===== src/crp_pkg.sv =====
// shared constants and types for the catmull-rom point interpolator
package crp_pkg;

    localparam int SAMPLES_DEF     = 34;
    localparam int COORD_W_DEF     = 16;
    localparam int QUEUE_DEPTH_DEF = 4;

    // sample numerator: 2*p1*DEN_HALF + a*COEF_A*k + b*COEF_B*k^2 + c*COEF_C*k^3
    localparam int DEN_HALF = 1000000;
    localparam int DEN_FULL = 2000000;
    localparam int COEF_A   = 30000;
    localparam int COEF_B   = 900;
    localparam int COEF_C   = 27;

    // DEN_FULL = SCALE_ODD << SCALE_SHIFT
    localparam int SCALE_SHIFT = 7;
    localparam int SCALE_ODD   = 15625;

    // width margins above the coordinate width, sized for up to 64 samples
    localparam int NUM_GUARD   = 29;
    localparam int X_EXTRA     = 14;
    localparam int M_EXTRA     = 15;
    localparam int SHIFT_EXTRA = 28;

    typedef struct packed {
        logic       seg;
        logic       last;
        logic [1:0] count;
    } job_ctrl_t;

    typedef struct packed {
        logic p1_load;
        logic p2_load;
        logic it_load;
        logic it_step;
        logic pipe_adv;
    } axis_ctrl_t;

endpackage


===== src/crp_queue.sv =====
// short job queue between front end and sample engine
module crp_queue #(
    parameter int DATA_W = 8,
    parameter int DEPTH  = crp_pkg::QUEUE_DEPTH_DEF
) (
    input  logic              aclk,
    input  logic              aresetn,
    input  logic              push_valid,
    output logic              push_ready,
    input  logic [DATA_W-1:0] push_data,
    output logic              pop_valid,
    input  logic              pop_ready,
    output logic [DATA_W-1:0] pop_data
);

    localparam int AW = $clog2(DEPTH);
    localparam logic [AW-1:0] PTR_LAST = AW'(DEPTH - 1);
    localparam logic [AW:0]   CNT_FULL = (AW + 1)'(DEPTH);

    logic [DATA_W-1:0] mem [DEPTH];
    logic [AW-1:0]     wr_ptr_reg, rd_ptr_reg;
    logic [AW:0]       count_reg;
    logic              do_push, do_pop;

    assign push_ready = count_reg != CNT_FULL;
    assign pop_valid  = count_reg != '0;
    assign pop_data   = mem[rd_ptr_reg];
    assign do_push    = push_valid && push_ready;
    assign do_pop     = pop_valid && pop_ready;

    always_ff @(posedge aclk) begin
        if (!aresetn) begin
            wr_ptr_reg <= '0;
            rd_ptr_reg <= '0;
            count_reg  <= '0;
        end else begin
            if (do_push) begin
                wr_ptr_reg <= (wr_ptr_reg == PTR_LAST) ? '0 : wr_ptr_reg + 1'b1;
            end
            if (do_pop) begin
                rd_ptr_reg <= (rd_ptr_reg == PTR_LAST) ? '0 : rd_ptr_reg + 1'b1;
            end
            if (do_push && !do_pop) begin
                count_reg <= count_reg + 1'b1;
            end else if (do_pop && !do_push) begin
                count_reg <= count_reg - 1'b1;
            end
        end
    end

    always_ff @(posedge aclk) begin
        if (do_push) begin
            mem[wr_ptr_reg] <= push_data;
        end
    end

endmodule


===== config.mk =====
export PLATFORM = sky130hd
export DESIGN_NAME = crp_queue
export DESIGN_NICKNAME = d
export VERILOG_FILES = /design/src/crp_pkg.sv /design/src/crp_queue.sv
export SDC_FILE = /design/constraint.sdc
export NUM_CORES = 1
export LEC_CHECK = 0
export BUFFER_PORTS_ARGS = -buffer_cell sky130_fd_sc_hd__buf_4
export CORE_MARGIN = 8
export CORE_UTILIZATION = 45
export DETAILED_ROUTE_END_ITERATION = 8
export PLACE_DENSITY_LB_ADDON = 0.15
export SYNTH_ARGS = -nofsm -noshare
export SYNTH_HDL_FRONTEND = slang
export SYNTH_SLANG_ARGS = --single-unit

===== constraint.sdc =====
create_clock -name aclk -period 2 [get_ports aclk]
set_input_delay 0 -clock aclk [delete_from_list [all_inputs] [get_ports aclk]]
set_output_delay 0 -clock aclk [all_outputs]
set_load 0.02 [all_outputs]

==> flow_summary.toml <==
[power]
vdd_drop_max_mv = 0.7399
total_leakage_power_nw = 0.7616
pwr-share-comb_pct = 37.2
power.total_mw = 2.479
clock_power_share_pct = 15.5
powerDensity_nw_per_um2 = 1187
sw_frac_of_total_pct = 31.44
intPower_mw = 1.699
power_frac_seq_pct = 47.3
p_sw_mw = 0.7793

[critical_path]
crit_fanout = 5
cp.required_ns = 2.27
worstPathArrival_ns = 2.23
crit_type = "reg2reg"
cp-end-kind = "register"
startpoint_type = "register"

[clock_tree]
root_buffer = "clkbuf_4"
path_clk_slew_ns = 0.11
clkLatencyLatePin_ns = 0.34
htreeDepth = 2
clock_path_buffers = 2
cts_tree = "done"
clkSinkCount = 41
cts_made_buffers = 5

[drt]
viasPerCell = 5.022
firstDrtPassIters = 2
routedWlPerCell_um = 15.21
totalWireLength_mm = 2.769
drt_iter0_drc = 65
antenna_left = 0
drc_errors = 0
vias = 914

[placement]
dp_hpwl_mm = 1.923
gp_congestion = 0.6302
port_buffers = 21
dp_slack_ns = 0.01994

[yosys]
yosysSeqAreaShare_pct = 69.78
synth_edf_count = 32
yosys-top-cells-area = "edfxtp_1, dfxtp_1, mux4_2"
async_flop_share_pct = 0
synth-main-ff-cell = "edfxtp_1"
synth.most_common_cell = "edfxtp_1"
syn-num-nets = 112
synth.ff_latch_count = 41
synth_top_cell_area_share_pct = 58.76
synth_largest_area_cell = "edfxtp_1"
netlist_area_um2 = 1635
synth_cells = 93
synth_commonest_cells = "edfxtp_1, dfxtp_1, mux4_2, ha_1, nand2_1"
postSynthAreaPerCell_um2 = 17.58
yosysWarnings = 0
yosysUniqueCellTypes = 26

[grt]
grt_pass1_wl_mm = 4.636
grt_pass1_vias = 985
antenna_found_initial = 0
overflow = 0
grt_max_degree = 14
grt_usage_pct = 10.27

[timing]
fin_ws_ns = 0.04734
setup_viol = 0
fin_worst_skew_ns = 0.008968
finalSetupTns_ns = 0
hold_viol = 0
fmax_mhz = 512.1
grt_setup_unrepaired = "yes"
post-route-period-util_pct = 97.63
drv_slew = 0
min_period_ns = 1.953
worst_pin_slew_ns = 0.4140
slew_headroom_pct = 72.36

[layout]
largest_reg_flops = 32
drive_gt1_share_pct = 43.28
diodes = 0
fillers = 299
multiInputGateArea_um2 = 504.2
syn_to_final_growth_pct = 27.70
regArea_um2 = 1152
fin_nets = 152

[floorplanning]
io_pins = 22
coreArea_um2 = 3578
die_x_um = 76.29
die_y_um = 76.29
die_area_um2 = 5819
rows = 22
start_util_pct = 45.70

[min_path]
hold_class = "in2reg"

[flow_run]
max-cap-violations = 0

[status]
status = "completed"
==> layout make-up <==
cell class                 instances  area share (%)
clock buffer                       5           1.797
clock inverter                     3          0.8388
inverter                           3          0.5392
multi-input combinational         45           24.15
sequential                        41           55.18
tap                               48           2.876
timing repair buffer              37           14.62
==> worst max-delay path, stage by stage (launching register included) <==
cell      delay [ns]
dfxtp_4         0.38
or3b_4          0.23
and2_4          0.15
ha_4            0.14
inv_2           0.04
fa_2            0.35
xor2_1          0.17
or3_4           0.33
a21boi_2        0.12
==> per-layer routing <==
| metal | global-route usage (%) | wire length (um) | up-vias |
|---|---|---|---|
| met5 | 0 | 0 | - |
| met4 | 6.154 | 93 | 0 |
| met3 | 3.892 | 133 | 8 |
| met2 | 17.48 | 1432 | 21 |
| met1 | 10.45 | 1110 | 448 |
| li1 | - | - | 437 |
==> logic make-up (layout without fill, tap and decap cells) <==
| logic type | Yosys count | after routing | synth area share (%) |
|---|---|---|---|
| AOI/OAI and AO/OA | 6 | 6 | 2.143 |
| and+or+nand+nor | 20 | 20 | 7.193 |
| adders and majority gates | 7 | 7 | 5.815 |
| muxes | 10 | 10 | 12.24 |
| xor gates and xnor gates | 2 | 2 | 1.071 |
| DFF | 41 | 41 | 69.78 |
| buffers and inverters | 7 | 48 | 1.759 |
==> power by group through the flow <==
stage | sequential [mW] | clock (mW) | combinational [mW]
CTS | 1.16 | 0.403 | 0.886
global route | 1.20 | 0.434 | 1.00
detailed placement | 1.18 | 0 | 0.853
finish | 1.17 | 0.384 | 0.923
floorplan | 1.14 | 0 | 0.618
global placement | 1.17 | 0 | 0.847
==> layout by cell type (no fill, tap or decap), drive strengths merged <==
cell and count:
a21boi 1, and2 2, and3 4, buf 26, clkbuf 5, clkinv 2, clkinvlp 1, dfxtp 9
dlygate4sd3 11, edfxtp 32, fa 1, ha 6, inv 3, mux2i 2, mux4 8, nand2 5
nand3 2, nand4 1, nor2 2, nor2b 1, o21ai 4, o31ai 1, or3 2, or3b 1
xnor2 1, xor2 1
==> path summary, 6_finish.rpt <==
kind / slack (ns) / to / start / cells after the start
setup / recovery: 0.05 / count_reg[2]$_SDFFE_PN0P_ / count_reg[2]$_SDFFE_PN0P_ / 8
hold / removal: 0.12 / register / pop_ready / 4
setup reg to reg: 0.05 / count_reg[2]$_SDFFE_PN0P_ / count_reg[2]$_SDFFE_PN0P_ / 8
hold reg to reg: 0.51 / wr_ptr_reg[1]$_SDFFE_PN0P_ / wr_ptr_reg[1]$_SDFFE_PN0P_ / 2
==> stage by stage <==
step                area (um2)  hold slack (ns)  std cells  utilization, %
CTS                       2053           0.1214        180           57.38
global placement          1888           0.1996        161           52.76
finish                    2088           0.1185        182           58.36
global route              2088           0.1321        182           58.36
detailed placement        1888           0.2078        161           52.76
floorplan                 1674          0.09887         93               -
==> what timing repair did <==
action,in CTS,in global routing
endpoints found under the hold margin,39,0
hold buffers,11,0
endpoints found under the setup margin,0,1
buffers inserted,0,2
gates resized for setup,0,5
Note: power is estimated with default switching activity, not from simulation.
