`config.mk`:
```
export PLATFORM = sky130hd
export DESIGN_NAME = crp_front
export DESIGN_NICKNAME = d
export VERILOG_FILES = /design/src/crp_pkg.sv /design/src/crp_front.sv
export SDC_FILE = /design/constraint.sdc
export NUM_CORES = 1
export LEC_CHECK = 0
export ABC_AREA = 1
export BUFFER_PORTS_ARGS = -buffer_cell sky130_fd_sc_hd__buf_2
export CAP_MARGIN = 10
export CORE_MARGIN = 2
export CORE_UTILIZATION = 45
export CTS_BUF_LIST = sky130_fd_sc_hd__clkbuf_2
export DETAILED_ROUTE_END_ITERATION = 10
export PLACE_DENSITY = 0.71
export SYNTH_ARGS = -nofsm -noshare
export SYNTH_HDL_FRONTEND = slang
export SYNTH_SLANG_ARGS = --single-unit
export TNS_END_PERCENT = 10
```
`constraint.sdc`:
```
create_clock -name aclk -period 9.9 [get_ports aclk]
set_input_delay 1.98 -clock aclk [delete_from_list [all_inputs] [get_ports aclk]]
set_output_delay 1.98 -clock aclk [all_outputs]
set_load 0.1 [all_outputs]
```
`src/crp_pkg.sv`:
```
// shared constants and types for the catmull-rom point interpolator
package crp_pkg;

    localparam int SAMPLES_DEF     = 34;
    localparam int COORD_W_DEF     = 16;
    localparam int QUEUE_DEPTH_DEF = 4;

    // sample numerator: 2*p1*DEN_HALF + a*COEF_A*k + b*COEF_B*k^2 + c*COEF_C*k^3
    localparam int DEN_HALF = 1000000;
    localparam int DEN_FULL = 2000000;
    localparam int COEF_A   = 30000;
    localparam int COEF_B   = 900;
    localparam int COEF_C   = 27;

    // DEN_FULL = SCALE_ODD << SCALE_SHIFT
    localparam int SCALE_SHIFT = 7;
    localparam int SCALE_ODD   = 15625;

    // width margins above the coordinate width, sized for up to 64 samples
    localparam int NUM_GUARD   = 29;
    localparam int X_EXTRA     = 14;
    localparam int M_EXTRA     = 15;
    localparam int SHIFT_EXTRA = 28;

    typedef struct packed {
        logic       seg;
        logic       last;
        logic [1:0] count;
    } job_ctrl_t;

    typedef struct packed {
        logic p1_load;
        logic p2_load;
        logic it_load;
        logic it_step;
        logic pipe_adv;
    } axis_ctrl_t;

endpackage

```
`src/crp_front.sv`:
```
// front end: point window, list tracking and job generation
module crp_front #(
    parameter int COORD_WIDTH = crp_pkg::COORD_W_DEF
) (
    input  logic                           aclk,
    input  logic                           aresetn,
    input  logic                           s_valid,
    output logic                           s_ready,
    input  logic [COORD_WIDTH-1:0]         s_point_x,
    input  logic [COORD_WIDTH-1:0]         s_point_y,
    input  logic                           s_last_point,
    input  logic                           push_ready,
    output logic                           push_valid,
    output crp_pkg::job_ctrl_t             push_ctrl,
    output logic [3:0][COORD_WIDTH-1:0]    push_px,
    output logic [3:0][COORD_WIDTH-1:0]    push_py
);

    localparam logic [1:0] HELD_FULL = 2'd3;

    logic [1:0]                  held_reg, held_next;
    logic [2:0][COORD_WIDTH-1:0] win_x_reg, win_x_next;
    logic [2:0][COORD_WIDTH-1:0] win_y_reg, win_y_next;
    logic                        accept;

    assign s_ready = push_ready;
    assign accept  = s_valid && push_ready;

    always_comb begin
        held_next  = held_reg;
        win_x_next = win_x_reg;
        win_y_next = win_y_reg;
        push_valid = 1'b0;
        push_ctrl  = '0;
        push_px    = '0;
        push_py    = '0;

        if (held_reg == HELD_FULL) begin
            push_ctrl.seg   = 1'b1;
            push_ctrl.last  = s_last_point;
            push_ctrl.count = 2'd0;
            push_px = {s_point_x, win_x_reg[2], win_x_reg[1], win_x_reg[0]};
            push_py = {s_point_y, win_y_reg[2], win_y_reg[1], win_y_reg[0]};
        end else begin
            // short list end: held points, then the current one
            push_ctrl.seg   = 1'b0;
            push_ctrl.last  = 1'b1;
            push_ctrl.count = held_reg + 2'd1;
            for (int i = 0; i < 3; i++) begin
                if (2'(i) < held_reg) begin
                    push_px[i] = win_x_reg[i];
                    push_py[i] = win_y_reg[i];
                end else begin
                    push_px[i] = s_point_x;
                    push_py[i] = s_point_y;
                end
            end
            push_px[3] = s_point_x;
            push_py[3] = s_point_y;
        end

        if (accept) begin
            if (held_reg == HELD_FULL) begin
                push_valid = 1'b1;
                if (s_last_point) begin
                    held_next = 2'd0;
                end else begin
                    win_x_next = {s_point_x, win_x_reg[2], win_x_reg[1]};
                    win_y_next = {s_point_y, win_y_reg[2], win_y_reg[1]};
                end
            end else if (s_last_point) begin
                push_valid = 1'b1;
                held_next  = 2'd0;
            end else begin
                win_x_next[held_reg] = s_point_x;
                win_y_next[held_reg] = s_point_y;
                held_next            = held_reg + 2'd1;
            end
        end
    end

    always_ff @(posedge aclk) begin
        if (!aresetn) begin
            held_reg <= 2'd0;
        end else begin
            held_reg <= held_next;
        end
    end

    always_ff @(posedge aclk) begin
        win_x_reg <= win_x_next;
        win_y_reg <= win_y_next;
    end

endmodule

```
==> key figures <==
Route
  • Total number of vias: 4558
  • 1st-pass router iterations: 4
  • Routed Antenna Nets: 0
  • Routed vias/inst: 4.78
  • Drt total wl: 13200 µm
  • Routed length per instance: about 14 µm
  • # DRC: 0
  • Initial DRC count: around 240

Clock network
  • Root buf cell: clkbuf_2
  • Number of clock sinks: 98
  • CTS tree: yes
  • Clk buf depth: 2
  • Num CTS Buffers: 9
  • CTS resizes: 0
  • H-Tree Level Count: 3
  • Post-CTS Setup Bufs: 0
  • CTS Hold Buffers Added: 0
  • Worst-path clk slew: 0.25 ns
  • Worst skew pair latency: 0.56 ns

Synthesis
  • Post-synth EDFFs: 96
  • Synth Area in Adders: 1.27%
  • Gate Count Post-Synth: 668
  • Synth Area in Compound Gates: 19.4%
  • Post-synth top cells: 232 x nand2_1, 96 x edfxtp_1, 85 x inv_1
  • Simple-gate share of the synthesized area: between 15 and 20%
  • Most frequent cell after synthesis: nand2_1
  • Synth Cell Area: approximately 6000 µm²
  • Share of the synthesized area in the top cell type: 48.9%
  • Ys Warns: 0
  • Top FF cell, synth: edfxtp_1
  • Cell variety after synth: 24
  • Async SR Flop Fraction: 0%
  • Mux cell area share after synthesis: 0%
  • Seq cells post-synth: between 90 and 100
  • Syn avg cell area: ~8.8 µm²
  • Area contributors post-synth: edfxtp_1 49%, nand2_1 15%, o21ai_2 6.4%
  • Largest family of logic cells by synthesized area: compound AO/OA/AOI/OAI gates
  • Post-synthesis xor/xnor area fraction: 0%
  • Synth area leader: edfxtp_1
  • Sequential cell area fraction in the yosys report: 49.5%
  • Syn nets: 711

Global route
  • GRT Util Overall: roughly 18%
  • First-pass GRT wire length: 20100 µm
  • Number of global-route vias before repair: 4000
  • Total grt overflow: 0
  • Largest net degree at the start of global routing: between 100 and 150
  • Initial antenna violation count: 0

Worst setup path
  • Crit-path max FO: 100
  • Reg-to-Reg Start: held_reg[1]
  • Setup crit end kind: output port
  • Worst path arrival time: 4.21 ns
  • CP startpoint kind: register
  • CP required: around 7.9 ns
  • Reg2reg path depth: 3
  • Reg2reg setup slack: 6.46 ns
  • Crit Path Class: register to output port
  • Worst R2R End: win_x_reg[17]

Timing
  • Unrepaired setup endpoints after global routing: false
  • Crit path time final: 6.19 ns
  • Final setup margin: around 3.7 ns
  • Final slew viol count: 0
  • Final setup violation count: 0
  • Worst hold margin: 0.561 ns
  • Clock skew: 0.0279 ns
  • Hold Vio Cnt, Final: 0
  • Rel. slew slack: 26.4%
  • Setup TNS: 0 ns
  • Final period util: 62.5%
  • Fmax: 162 MHz
  • Least-Margin Pin Slew: 1.10 ns

Min path
  • Worst Hold End: win_x_reg[12]
  • Hold wc startpoint: win_x_reg[28]
  • Min-Delay Path Class: register to register
  • Hold Path Depth: 2

Die
  • Die W: 119 µm
  • Die outline area: approximately 14000 µm²
  • # rows: 41
  • Core box area: 12700 µm²
  • Die Y: 119 µm
  • I/O Pins: 171
  • Starting density of the core: 46.4%

Layout
  • Final instance area: between 6000 and 7000 µm²
  • Share of layout cells above drive strength 1: 33.8%
  • Final core occ: 52.3%
  • Ant diodes: 0
  • Fin nets: 819
  • Area Growth Syn to Fin: 12.7%

Place
  • Placement Cell Area: 6520 µm²
  • Final HPWL from detailed placement: approximately 8500 µm
  • Port Buffers: 170
  • Place WS: approximately 4.3 ns
  • Gpl congestion: approximately 0.76

Power
  • Pwr Density: 157 nW/µm²
  • Peak supply drop: about 0.00007 V
  • Leak pwr: 0.00296 µW

Run status
  • Run status: completed

Flow run
  • Max-cap violations: 0
==> logic make-up (layout without fill, tap and decap cells) <==
kind of cell,Yosys count,after routing
buf+inv,161,274
simple gates,239,239
flops,98,98
compound gates,164,164
fa+ha+maj,6,6
==> report_power, final <==
part	internal, µW	switching (µW)
clock network	80.6	137
logic	50.0	310
registers	460	4.68
total	591	452
==> layout by cell type (no fill, tap or decap), drive strengths merged, types with 6 or more instances in the layout <==
| master | Yosys | routed |
|---|---|---|
| inv | 86 | 86 |
| nor2 | 6 | 6 |
| ha | 6 | 6 |
| a21oi | 37 | 37 |
| o21ai | 95 | 95 |
| edfxtp | 96 | 96 |
| clkbuf | 11 | 9 |
| o21a | 17 | 17 |
| nand2 | 233 | 233 |
| o22ai | 14 | 14 |
| buf | 64 | 172 |
==> stage by stage <==
stage                     power, µW  instances
after floorplan                 789        668
after global placement          834        937
after detailed placement        836        937
after CTS                      1050        953
after global routing           1080        953
final                          1040        953
==> area by class of cell <==
class                           count  area (µm²)
Fill cell                        1256        6070
Sequential cell                    98        2930
Multi-Input combinational cell    409        2190
Timing Repair Buffer              172         866
Inverter                           86         323
Tap cell                          172         215
Clock inverter                      7        83.8
Clock buffer                        9        45.0
==> worst max-delay path, cell delays in order (launching register included) <==
cell,delay (ns)
dfxtp_4,1.06
ha_4,0.89
buf_4,0.78
nor2_8,0.18
o21ai_0,0.21
buf_2,0.45
==> layer usage <==
metal | track usage (%) | wire length (µm) | vias to the layer above
li1 | - | - | 2380
met1 | 25.0 | 6160 | 2031
met2 | 28.9 | 6160 | 133
met3 | 2.65 | 648 | 14
met4 | 6.55 | 188 | 0
met5 | 0 | 0 | -
==> worst max path at each step <==
| stage | startpoint | end | slack [ns] | cells past startpoint |
|---|---|---|---|---|
| 6_report | held_reg[1] | push_px[41] | 3.71 | 5 |
| 5_1_grt | held_reg[1] | push_px[37] | 3.31 | 5 |
| 4_1_cts | held_reg[1] | push_px[41] | 3.66 | 5 |
| 3_5_place_dp | held_reg[1] | push_px[41] | 4.33 | 5 |
| 3_3_place_gp | held_reg[1] | push_px[44] | 4.35 | 5 |
| 2_1_floorplan | s_point_x[15] | push_px[31] | 3.75 | 2 |
Note: power is estimated with default switching activity, not from simulation.
